**config.mk**
```make
export PLATFORM = sky130hd
export DESIGN_NAME = merge_sort_engine
export DESIGN_NICKNAME = d
export VERILOG_FILES = /design/src/design/msort_pkg.sv /design/src/design/msort_ram.sv /design/src/design/merge_sort_engine.sv
export SDC_FILE = /design/constraint.sdc
export NUM_CORES = 2
export LEC_CHECK = 0
export BUFFER_PORTS_ARGS = -buffer_cell sky130_fd_sc_hd__buf_2
export CELL_PAD_IN_SITES_DETAIL_PLACEMENT = 0
export CELL_PAD_IN_SITES_GLOBAL_PLACEMENT = 1
export CORE_ASPECT_RATIO = 1.25
export CORE_MARGIN = 1.5
export CORE_UTILIZATION = 30
export DETAILED_ROUTE_END_ITERATION = 16
export PLACE_DENSITY_LB_ADDON = 0.1
export SLEW_MARGIN = 20
export SYNTH_ARGS = -nofsm -noshare
export SYNTH_HDL_FRONTEND = slang
export SYNTH_SLANG_ARGS = --single-unit
```
**constraint.sdc**
```tcl
create_clock -name clk -period 5.2 [get_ports clk]
set_input_delay 0.52 -clock clk [delete_from_list [all_inputs] [get_ports clk]]
set_output_delay 0.52 -clock clk [all_outputs]
set_load 0.01 [all_outputs]
```
**src/design/msort_pkg.sv**
```systemverilog
// Shared types and constants for the merge sort engine.
// Used by the top level and its checker; depends on nothing.
package msort_pkg;

  // Width of one list element.
  localparam int unsigned WORD_W = 32;

  // Sequencer states.
  typedef enum logic [3:0] {
    S_IDLE,
    S_BLK_L,
    S_BLK_R,
    S_CATCH_R,
    S_CATCH_L,
    S_MERGE,
    S_EMIT_RD,
    S_EMIT_WAIT,
    S_EMIT_OUT
  } state_t;

endpackage

```
**src/design/msort_ram.sv**
```systemverilog
// Generic single-write, single-read synchronous RAM with registered read data.
// Self-contained; instantiated by the merge sort engine top level.
module msort_ram #(
  parameter int unsigned WIDTH = 32,
  parameter int unsigned DEPTH = 16
) (
  input  logic                     clk,
  input  logic                     we,
  input  logic [$clog2(DEPTH)-1:0] waddr,
  input  logic [WIDTH-1:0]         wdata,
  input  logic [$clog2(DEPTH)-1:0] raddr,
  output logic [WIDTH-1:0]         rdata
);

  logic [WIDTH-1:0] mem [DEPTH];

  // Write port and registered read port.
  always_ff @(posedge clk) begin
    if (we) begin
      mem[waddr] <= wdata;
    end
    rdata <= mem[raddr];
  end

endmodule

```
**src/design/merge_sort_engine.sv**
```systemverilog
// Merge sort engine top level: load, bottom-up merge sort and emit sequencer.
// Depends on msort_pkg and msort_ram.
//
// Usage:
// The input channel (in_valid/in_ready, value, is_last) takes one element per
// transfer into the element buffer, one transfer per cycle while loading.
// Elements beyond MAX_ELEMENTS are dropped and flag overflow for the run.
// The transfer marked is_last ends the list and starts the sort; in_ready
// stays low until the last sorted element has been delivered.
// Sorting runs ceil(log2(N)) passes over N elements, ping-ponging between
// two RAMs. The source RAM's read data is registered, so each merged block
// first fetches both heads, and every chosen head must be refetched before
// the next compare.
// The output channel (out_valid/out_ready, sorted_value, is_final, overflow)
// delivers the list in ascending order; each element is read, captured into
// the output register and transferred before the next is read. A stalled receiver
// simply holds the output register and the sequencer waits.
// Reset is synchronous and returns the block to an empty, idle state.
module merge_sort_engine #(
  parameter int unsigned MAX_ELEMENTS = 16
) (
  input  logic                         clk,
  input  logic                         rst,
  input  logic                         in_valid,
  output logic                         in_ready,
  input  logic signed [msort_pkg::WORD_W-1:0] value,
  input  logic                         is_last,
  output logic                         out_valid,
  input  logic                         out_ready,
  output logic signed [msort_pkg::WORD_W-1:0] sorted_value,
  output logic                         is_final,
  output logic                         overflow
);

  localparam int unsigned AW = $clog2(MAX_ELEMENTS);
  localparam int unsigned CW = $clog2(MAX_ELEMENTS + 1);
  localparam int unsigned SW = CW + 2;
  localparam int unsigned WW = msort_pkg::WORD_W;
  localparam logic [CW-1:0] MAX_CNT = CW'(MAX_ELEMENTS);

  msort_pkg::state_t state, state_next;

  logic [CW-1:0] count;
  logic          dropped;
  logic          sel;
  logic [CW-1:0] w;
  logic [CW-1:0] lo;
  logic [CW-1:0] mid;
  logic [CW-1:0] hi;
  logic [CW-1:0] i;
  logic [CW-1:0] j;
  logic [CW-1:0] k;
  logic [AW-1:0] e;
  logic signed [WW-1:0] lh;
  logic signed [WW-1:0] rh;

  logic [AW-1:0] rd_addr;
  logic [WW-1:0] rd0, rd1, rdata;
  logic          we0, we1;
  logic [AW-1:0] waddr0;
  logic [WW-1:0] wdata0;

  logic          in_xfer, out_xfer, has_room, load_we;
  logic [CW-1:0] n_new;
  logic          take_left, blk_done, emit_last;
  logic [WW-1:0] merge_val;
  logic [SW-1:0] n_ext, lo_w, lo_2w, w2;
  logic [CW-1:0] mid_c, hi_c;

  // Handshake and load decode.
  assign in_xfer  = in_valid && in_ready;
  assign out_xfer = out_valid && out_ready;
  assign has_room = (count < MAX_CNT);
  assign load_we  = in_xfer && has_room;
  assign n_new    = has_room ? count + CW'(1) : count;

  // Block bounds for the current pass.
  assign n_ext = SW'(count);
  assign lo_w  = SW'(lo) + SW'(w);
  assign lo_2w = SW'(lo) + (SW'(w) << 1);
  assign w2    = SW'(w) << 1;
  assign mid_c = (lo_w  < n_ext) ? CW'(lo_w)  : count;
  assign hi_c  = (lo_2w < n_ext) ? CW'(lo_2w) : count;

  // Merge decision: the left head wins when the right block is exhausted or when strictly smaller.
  assign take_left = (i < mid) && (!(j < hi) || (lh < rh));
  assign merge_val = take_left ? lh : rh;
  assign blk_done  = ((k + CW'(1)) == hi);
  assign emit_last = ((CW'(e) + CW'(1)) == count);

  assign rdata = sel ? rd1 : rd0;

  // Next-state logic.
  always_comb begin
    state_next = state;
    unique case (state)
      msort_pkg::S_IDLE: begin
        if (in_xfer && is_last) begin
          state_next = (n_new > CW'(1)) ? msort_pkg::S_BLK_L : msort_pkg::S_EMIT_RD;
        end
      end
      msort_pkg::S_BLK_L:   state_next = msort_pkg::S_BLK_R;
      msort_pkg::S_BLK_R:   state_next = msort_pkg::S_CATCH_R;
      msort_pkg::S_CATCH_R: state_next = msort_pkg::S_MERGE;
      msort_pkg::S_CATCH_L: state_next = msort_pkg::S_MERGE;
      msort_pkg::S_MERGE: begin
        priority if (!blk_done) begin
          state_next = take_left ? msort_pkg::S_CATCH_L : msort_pkg::S_CATCH_R;
        end else if (lo_2w < n_ext) begin
          state_next = msort_pkg::S_BLK_L;
        end else if (w2 >= n_ext) begin
          state_next = msort_pkg::S_EMIT_RD;
        end else begin
          state_next = msort_pkg::S_BLK_L;
        end
      end
      msort_pkg::S_EMIT_RD:   state_next = msort_pkg::S_EMIT_WAIT;
      msort_pkg::S_EMIT_WAIT: state_next = msort_pkg::S_EMIT_OUT;
      msort_pkg::S_EMIT_OUT: begin
        if (out_ready) begin
          state_next = emit_last ? msort_pkg::S_IDLE : msort_pkg::S_EMIT_RD;
        end
      end
      default: state_next = msort_pkg::S_IDLE;
    endcase
  end

  // Control outputs: input ready and RAM read address.
  always_comb begin
    in_ready = 1'b0;
    rd_addr  = '0;
    unique case (state)
      msort_pkg::S_IDLE:    in_ready = 1'b1;
      msort_pkg::S_BLK_L:   rd_addr  = lo[AW-1:0];
      msort_pkg::S_BLK_R:   rd_addr  = j[AW-1:0];
      msort_pkg::S_MERGE:   rd_addr  = take_left ? AW'(i + CW'(1)) : AW'(j + CW'(1));
      msort_pkg::S_EMIT_RD: rd_addr  = e;
      default:              rd_addr  = '0;
    endcase
  end

  // RAM write ports: loading always fills RAM 0, a merge writes the other RAM.
  assign we0    = load_we || ((state == msort_pkg::S_MERGE) && sel);
  assign waddr0 = (state == msort_pkg::S_MERGE) ? k[AW-1:0] : count[AW-1:0];
  assign wdata0 = (state == msort_pkg::S_MERGE) ? merge_val : value;
  assign we1    = (state == msort_pkg::S_MERGE) && !sel;

  msort_ram #(.WIDTH(WW), .DEPTH(MAX_ELEMENTS)) u_store (
    .clk   (clk),
    .we    (we0),
    .waddr (waddr0),
    .wdata (wdata0),
    .raddr (rd_addr),
    .rdata (rd0)
  );

  msort_ram #(.WIDTH(WW), .DEPTH(MAX_ELEMENTS)) u_scratch (
    .clk   (clk),
    .we    (we1),
    .waddr (k[AW-1:0]),
    .wdata (merge_val),
    .raddr (rd_addr),
    .rdata (rd1)
  );

  // State register and datapath registers.
  always_ff @(posedge clk) begin
    if (rst) begin
      state     <= msort_pkg::S_IDLE;
      count     <= '0;
      dropped   <= 1'b0;
      sel       <= 1'b0;
      out_valid <= 1'b0;
    end else begin
      state <= state_next;
      unique case (state)
        msort_pkg::S_IDLE: begin
          if (in_xfer) begin
            count <= n_new;
            if (!has_room) begin
              dropped <= 1'b1;
            end
            if (is_last) begin
              sel <= 1'b0;
              w   <= CW'(1);
              lo  <= '0;
              e   <= '0;
            end
          end
        end
        msort_pkg::S_BLK_L: begin
          i   <= lo;
          k   <= lo;
          j   <= mid_c;
          mid <= mid_c;
          hi  <= hi_c;
        end
        msort_pkg::S_BLK_R:   lh <= rdata;
        msort_pkg::S_CATCH_R: rh <= rdata;
        msort_pkg::S_CATCH_L: lh <= rdata;
        msort_pkg::S_MERGE: begin
          k <= k + CW'(1);
          if (take_left) begin
            i <= i + CW'(1);
          end else begin
            j <= j + CW'(1);
          end
          if (blk_done) begin
            if (lo_2w < n_ext) begin
              lo <= CW'(lo_2w);
            end else begin
              // Pass complete: the destination becomes the next source.
              sel <= !sel;
              lo  <= '0;
              w   <= CW'(w2);
              e   <= '0;
            end
          end
        end
        msort_pkg::S_EMIT_RD: begin
        end
        msort_pkg::S_EMIT_WAIT: begin
          sorted_value <= rdata;
          is_final     <= emit_last;
          overflow     <= dropped;
          out_valid    <= 1'b1;
        end
        msort_pkg::S_EMIT_OUT: begin
          if (out_xfer) begin
            out_valid <= 1'b0;
            e         <= e + AW'(1);
            if (emit_last) begin
              count   <= '0;
              dropped <= 1'b0;
            end
          end
        end
        default: begin
        end
      endcase
    end
  end

endmodule

```
After elaboration in Yosys (flattened, before gate mapping)
Memory sizes are Yosys's and may differ from the RTL's. A register that Yosys moved wholly into a read port is not among the register bits.
Cells that the tools add are included.
- flip-flop bits (word level): 149
- latch bits: 0
- memory bits (writable): 1024
- ROM bits: 0
- input bits: 37
- logic and storage cells: 152
- memories: 2
- memory list (memory ; words ; width ; read ports ; clocked after memory_dff ; wr ports ; RTL line ; text):
    u_scratch.mem ; 16 ; 32 ; 1 ; 1 ; 1 ; msort_ram.sv:15 ; logic [WIDTH-1:0] mem [DEPTH];
    u_store.mem ; 16 ; 32 ; 1 ; 1 ; 1 ; msort_ram.sv:15 ;
- add/subtract/negate cells: 8
- multipliers: 0
- div/mod/pow operators: 0
- magnitude comparators: 8
- equality and inequality tests: 21
- shift operators: 0
- multiplexer cells: 60
- bitwise logic cells: 1
- reduce and logical (&&, ||, !) cells: 34
- operators with widths (operator ; count):
    two-way mux 32 bit ; 3
    two-way mux 5 bit ; 16
    case mux 5 bit (2 select lines) ; 6
    two-way mux 4 bit ; 9
    < comparator 32 bit ; 1
    case mux 4 bit (8 select lines) ; 1
    inequality test 2 bit (second input constant) ; 11
    adder 5 x 1 -> 5 bit (second input constant) ; 4
    two-way mux 3 bit ; 6
    equality test 4 x 3 -> 1 bit (second input constant) ; 4
    case mux 4 bit (4 select lines) ; 1
    AND reduction 5 bit ; 3
    two-way mux 1 bit ; 14
    AND reduction 2 bit ; 7
    case mux 4 bit (3 select lines) ; 1
    equality test 5 bit ; 2
    < comparator 5 bit ; 2
    equality test 4 x 2 -> 1 bit (second input constant) ; 2
    nonzero test 2 bit ; 4
    adder 5 x 6 -> 7 bit ; 1
    logical AND 1 bit ; 7
    < comparator 7 x 5 -> 1 bit ; 1
    AND reduction 7 bit ; 1
    adder 5 x 5 -> 6 bit ; 1
    18 further kinds ; 24

Logic depth before layout (Yosys ltp)
- depth in word-level cells: 7
- depth in mapped cells: 14

By module
From an unflattened synthesis, not the netlist that was laid out.
- cells, all modules: 2525
- area, all modules: 48620.4 µm²
- modules (own cells, without submodules) (module ; instances ; cells each ; area each (µm²) ; seq. area each (µm²)):
    msort_ram ; 2 ; 838 ; 19835.3 ; 16015.4
    merge_sort_engine ; 1 ; 849 ; 8949.8 ; 4354.2

Least setup slack after synthesis
Ideal clock, no wire load.
- path type: register to register
- from: register state[2]
- to: register lh[0], enable pin
- setup time: 0.501 ns
- arrival time: 4.018 ns
- path slack: 0.680 ns
- stages on the path, launching flop included: 5
- clock period less this slack: 4.520 ns
- cell sequence: dfxtp_1 -> clkbuf_1 -> buf_1 -> xnor2_1 -> nor4_1
- longest elaborated chain between the ends: 3
- elaborated cells between the ends (all ways): 4
- classes of those cells: eq/ne: 2; reduce/logical: 2
- ends and longest elaborated chain (what ; RTL line ; text):
    start, declared ; merge_sort_engine.sv:41 ; msort_pkg::state_t state, state_next;
    start signal, assigned ; merge_sort_engine.sv:169 ; state <= msort_pkg::S_IDLE;
    start signal, assigned ; merge_sort_engine.sv:175 ; state <= state_next;
    equality test 4 x 3 -> 1 bit or equality test 4 x 2 -> 1 bit (tied branches) ; merge_sort_engine.sv:176 ; unique case (state)
    OR reduction 2 bit (no line) * ; -- ;
    AND reduction 2 bit (no line) * ; -- ;
    end signal, assigned ; merge_sort_engine.sv:198 ; msort_pkg::S_BLK_R: lh <= rdata;
    end signal, assigned ; merge_sort_engine.sv:200 ; msort_pkg::S_CATCH_L: lh <= rdata;
    end, declared ; merge_sort_engine.sv:54 ; logic signed [WW-1:0] lh;
Mark *: on every way between the ends. The rest lies on a longest branch, timed or not.
A chain may end at the register's enable or synchronous reset.

Final worst setup path
- from: register lh[1]
- to: register u_store.rdata[17] (read register of u_store.mem)
- longest elaborated chain between the ends: 5
- ends and longest elaborated chain (what ; RTL line ; text):
    < comparator 32 bit ; merge_sort_engine.sv:86 ; assign take_left = (i < mid) && (!(j < hi) || (lh < rh));
    logical OR 1 bit ; merge_sort_engine.sv:86 ;
    logical AND 1 bit ; merge_sort_engine.sv:86 ;
    two-way mux 4 bit ; merge_sort_engine.sv:136 ; msort_pkg::S_MERGE: rd_addr = take_left ? AW'(i + CW'(1)) : AW'(j + CW'(1));
    case mux 4 bit (4 select lines) ; merge_sort_engine.sv:132 ; unique case (state)
    end, declared ; msort_ram.sv:12 ; output logic [WIDTH-1:0] rdata
No other way between the ends.

==> run_results.csv <==
group,metric,value,unit
clocking,clk_pin_slew,0.06,ns
clocking,cts_tree,"yes",
synthesis,synthDistinctLibCells,61,
synthesis,synth_edf_count,1161,
timing,clock_skew,0.0299,ns
synthesis,ys_warn_count,0,
synthesis,ys_ff_latch,1237,
synthesis,syn_inst,3064,
drt,wl_per_cell,28.1,µm
timing,hold_slack,0.140,ns
layout,finalInstanceArea,57800,µm²
setup_path,crit_buf_inv,2,
clocking,cts-resized-gates,0,
drt,wirelength,155000,µm
timing,slew_headroom,0.237,
global_route,antenna_found_initial,12,
synthesis,syn_area_per_cell,16.0,µm²
global_route,grt.overflow.total,0,
setup_path,critical_path.startpoint_type,"flip-flop",
setup_path,crit_chain,"ha_1, o21ai_0, nor2_1, o311ai_1, buf_4, a311oi_2, or4_1, nand3_4, nor2b_4, buf_4, a221oi_1, a211o_1",
global_route,grt.total_usage,0.185,
clocking,numClockSinks,1237,
synthesis,synth_compound_area_frac,0.0820,
timing,maxSlewViolCount,0,
setup_path,r2r_setup_slack,0.56,ns
synthesis,synth_area_leaders,"edfxtp_1 71%, mux2i_1 7.8%, dfxtp_1 3.1%",
power_and_ir_drop,vdd_drop_max,483,µV
clocking,cts.path.max_buffers,3,
min_path,worstHoldEndpoint,"sel$_SDFFE_PP0P_",
setup_path,cp_slowest_cell,"o311ai_1",
timing,rsz0062_at_grt,"no",
synthesis,synth_common_cells,"1161 x edfxtp_1, 384 x mux2i_1, 311 x nand2_1, 130 x a211oi_1, 102 x clkbuf_1",
place,gp_congestion,0.777,
setup_path,r2r_start,"lh[1]$_DFFE_PP_",
place,hpwl,88600,µm
timing,finalSetupViolations,0,
timing,finalCriticalPeriod,4.64,ns
power_and_ir_drop,power_density,564,nW/µm²
timing,tns,0,ns
setup_path,ff2ff_path_depth,12,
setup_path,cpLargestDelayFamily,"simple AND/OR/NAND/NOR gates",
synthesis,synth_xor_area_frac,0.00445,
global_route,grt_max_degree,81,
drt,drcViolationCount,0,
floorplanning,core_area,162000,µm²
synthesis,yosysMostFrequentCell,"edfxtp_1",
run,cap_viol_max_count,0,
drt,antenna_left,0,
floorplanning,fp.dieW,365,µm
global_route,grt_pass1_vias,28300,
setup_path,endpoint_kind,"flip-flop",
timing,fin_crit_sh,0.893,
drt,num_vias,27600,
min_path,hp-class,"input pin to flip-flop",
synthesis,syn_nets,3171,
setup_path,critPathMaxStageDelay,0.73,ns
layout,nets,3348,
floorplanning,ios,73,
layout,drive_gt1_frac,0.151,
timing,setup_ws,0.556,ns
global_route,grt_pass1_wl,216000,µm
min_path,min-delay-start,"rst",
place,post-place-ws,0.511,ns
setup_path,path_common_cell,"buf_4",
timing,tightest_slew,1.14,ns
synthesis,yosysTopAreaCell,"edfxtp_1",
power_and_ir_drop,p_leak,21.1,nW
synthesis,ys_seq_area_frac,0.740,
drt,avgViaCountPerCell,4.99,
synthesis,synth_top_family_by_area,"multiplexers",
setup_path,worstReg2RegEnd,"u_store.rdata[17]$_DFF_P_",
setup_path,crit_type,"flip-flop to flip-flop",
clocking,cts_root_buf,"clkbuf_16",
floorplanning,core.rowCount,165,
clocking,h-tree-depth,4,
timing,max_freq,215,MHz
timing,hold_violations,0,
synthesis,synthAdderAreaFrac,0.0181,
synthesis,yosysTopAreaCellShare,0.709,
layout,area_growth,17.5,%
synthesis,synth.cell_area,49200,µm²
setup_path,crit_required,5.83,ns
place,dpl_cell_area,53300,µm²
floorplanning,die_y,456,µm
power_and_ir_drop,total_power,32.6,mW
floorplanning,die-area,166000,µm²
floorplanning,initial_utilization,0.303,
min_path,hold_depth,2,
drt,drt_iter0_markers,2370,
synthesis,synthMuxAreaShare,0.0869,
synthesis,synth_top_flop_cell,"edfxtp_1",
drt,first_pass_iters,5,
synthesis,synth-simple-area-share,0.0487,
clocking,worstSkewPairLatency,0.77,ns
clocking,cts_made_buffers,135,
setup_path,cp_max_fo,18,
synthesis,async_reset_ff_frac,0,
place,portBuffers,72,
outcome,status,"finished, final reports clean",
setup_path,arrival,5.28,ns
-- cell type report --
cell class	instances	area, µm²
Clock inverter	60	577
Antenna cell	4	10.0
Clock buffer	186	3860
Sequential cell	1237	36400
Fill cell	15500	104000
Inverter	53	199
Tap cell	2171	2720
Multi-Input combinational cell	1601	12100
Timing Repair Buffer	213	1880
-- sequential cells by signal, indices dropped and copies added, names as in the netlist, 32 cells and up --
| signal | cells |
|---|---|
| u_store.mem | 512 |
| rh | 32 |
| u_scratch.mem | 512 |
| u_store.rdata | 32 |
| sorted_value | 32 |
| u_scratch.rdata | 32 |
| lh | 32 |
-- layer usage --
metal,global-route usage,part of all wire,vias up
met2,0.308,0.49,651
met1,0.246,0.44,14300
met3,0.0260,0.038,213
li1,-,-,12400
met5,0,0,-
met4,0.0639,0.030,0
-- placed cells by master, fill, tap and decap left out, drive strengths merged, types with 8 or more instances in the layout --
master,n
a211o,65
clkinv,39
o22ai,66
bufinv,9
ha,68
buf,212
nand3,17
a32oi,63
nor3,17
a221oi,67
mux2,38
clkbuf,186
edfxtp,1161
a21oi,43
inv,59
nor2,79
a21o,14
and2,69
dfxtp,76
nand2b,10
nand2,311
mux2i,384
o21ai,56
and3,9
xor2,11
nand4,8
a31oi,11
xnor2,14
a211oi,131
-- cells by family (layout without fill, tap and decap cells) --
group | Yosys count | after routing
fa+ha+maj | 70 | 70
compound gates | 545 | 545
xor+xnor | 25 | 25
buf+inv | 226 | 512
simple gates | 539 | 539
other cells | 0 | 4
flops | 1237 | 1237
mux | 422 | 422
-- per-stage QoR --
| step | utilization | instances |
|---|---|---|
| CTS | 0.356 | 5521 |
| global placement | 0.329 | 5274 |
| floorplan | - | 3064 |
| global route | 0.356 | 5522 |
| finish | 0.356 | 5525 |
| detailed placement | 0.329 | 5274 |
-- what timing repair did --
item	CTS	global route
setup buffers	0	0
hold endpoints to repair	1	0
hold buffers	1	0
-- worst max path at each step --
stage	from	to	slack (ns)	cells after the start
2_1_floorplan	state[2]$_SDFFE_PP0P_	lh[0]$_DFFE_PP_	0.68	4
3_3_place_gp	lh[1]$_DFFE_PP_	u_store.rdata[18]$_DFF_P_	0.53	12
3_5_place_dp	lh[1]$_DFFE_PP_	u_scratch.rdata[24]$_DFF_P_	0.51	11
4_1_cts	lh[1]$_DFFE_PP_	u_scratch.rdata[24]$_DFF_P_	0.49	11
5_1_grt	lh[31]$_DFFE_PP_	u_store.rdata[9]$_DFF_P_	0.33	11
6_report	lh[1]$_DFFE_PP_	u_store.rdata[17]$_DFF_P_	0.56	12
-- power by group --
part / leakage [nW] / switching [mW] / internal, mW / total, mW
Clock: 2.17 / 3.99 / 5.65 / 9.64
Combinational: 7.83 / 6.72 / 3.83 / 10.6
Sequential: 11.1 / 0.467 / 12.0 / 12.4
(Power assumes the default switching activity.)
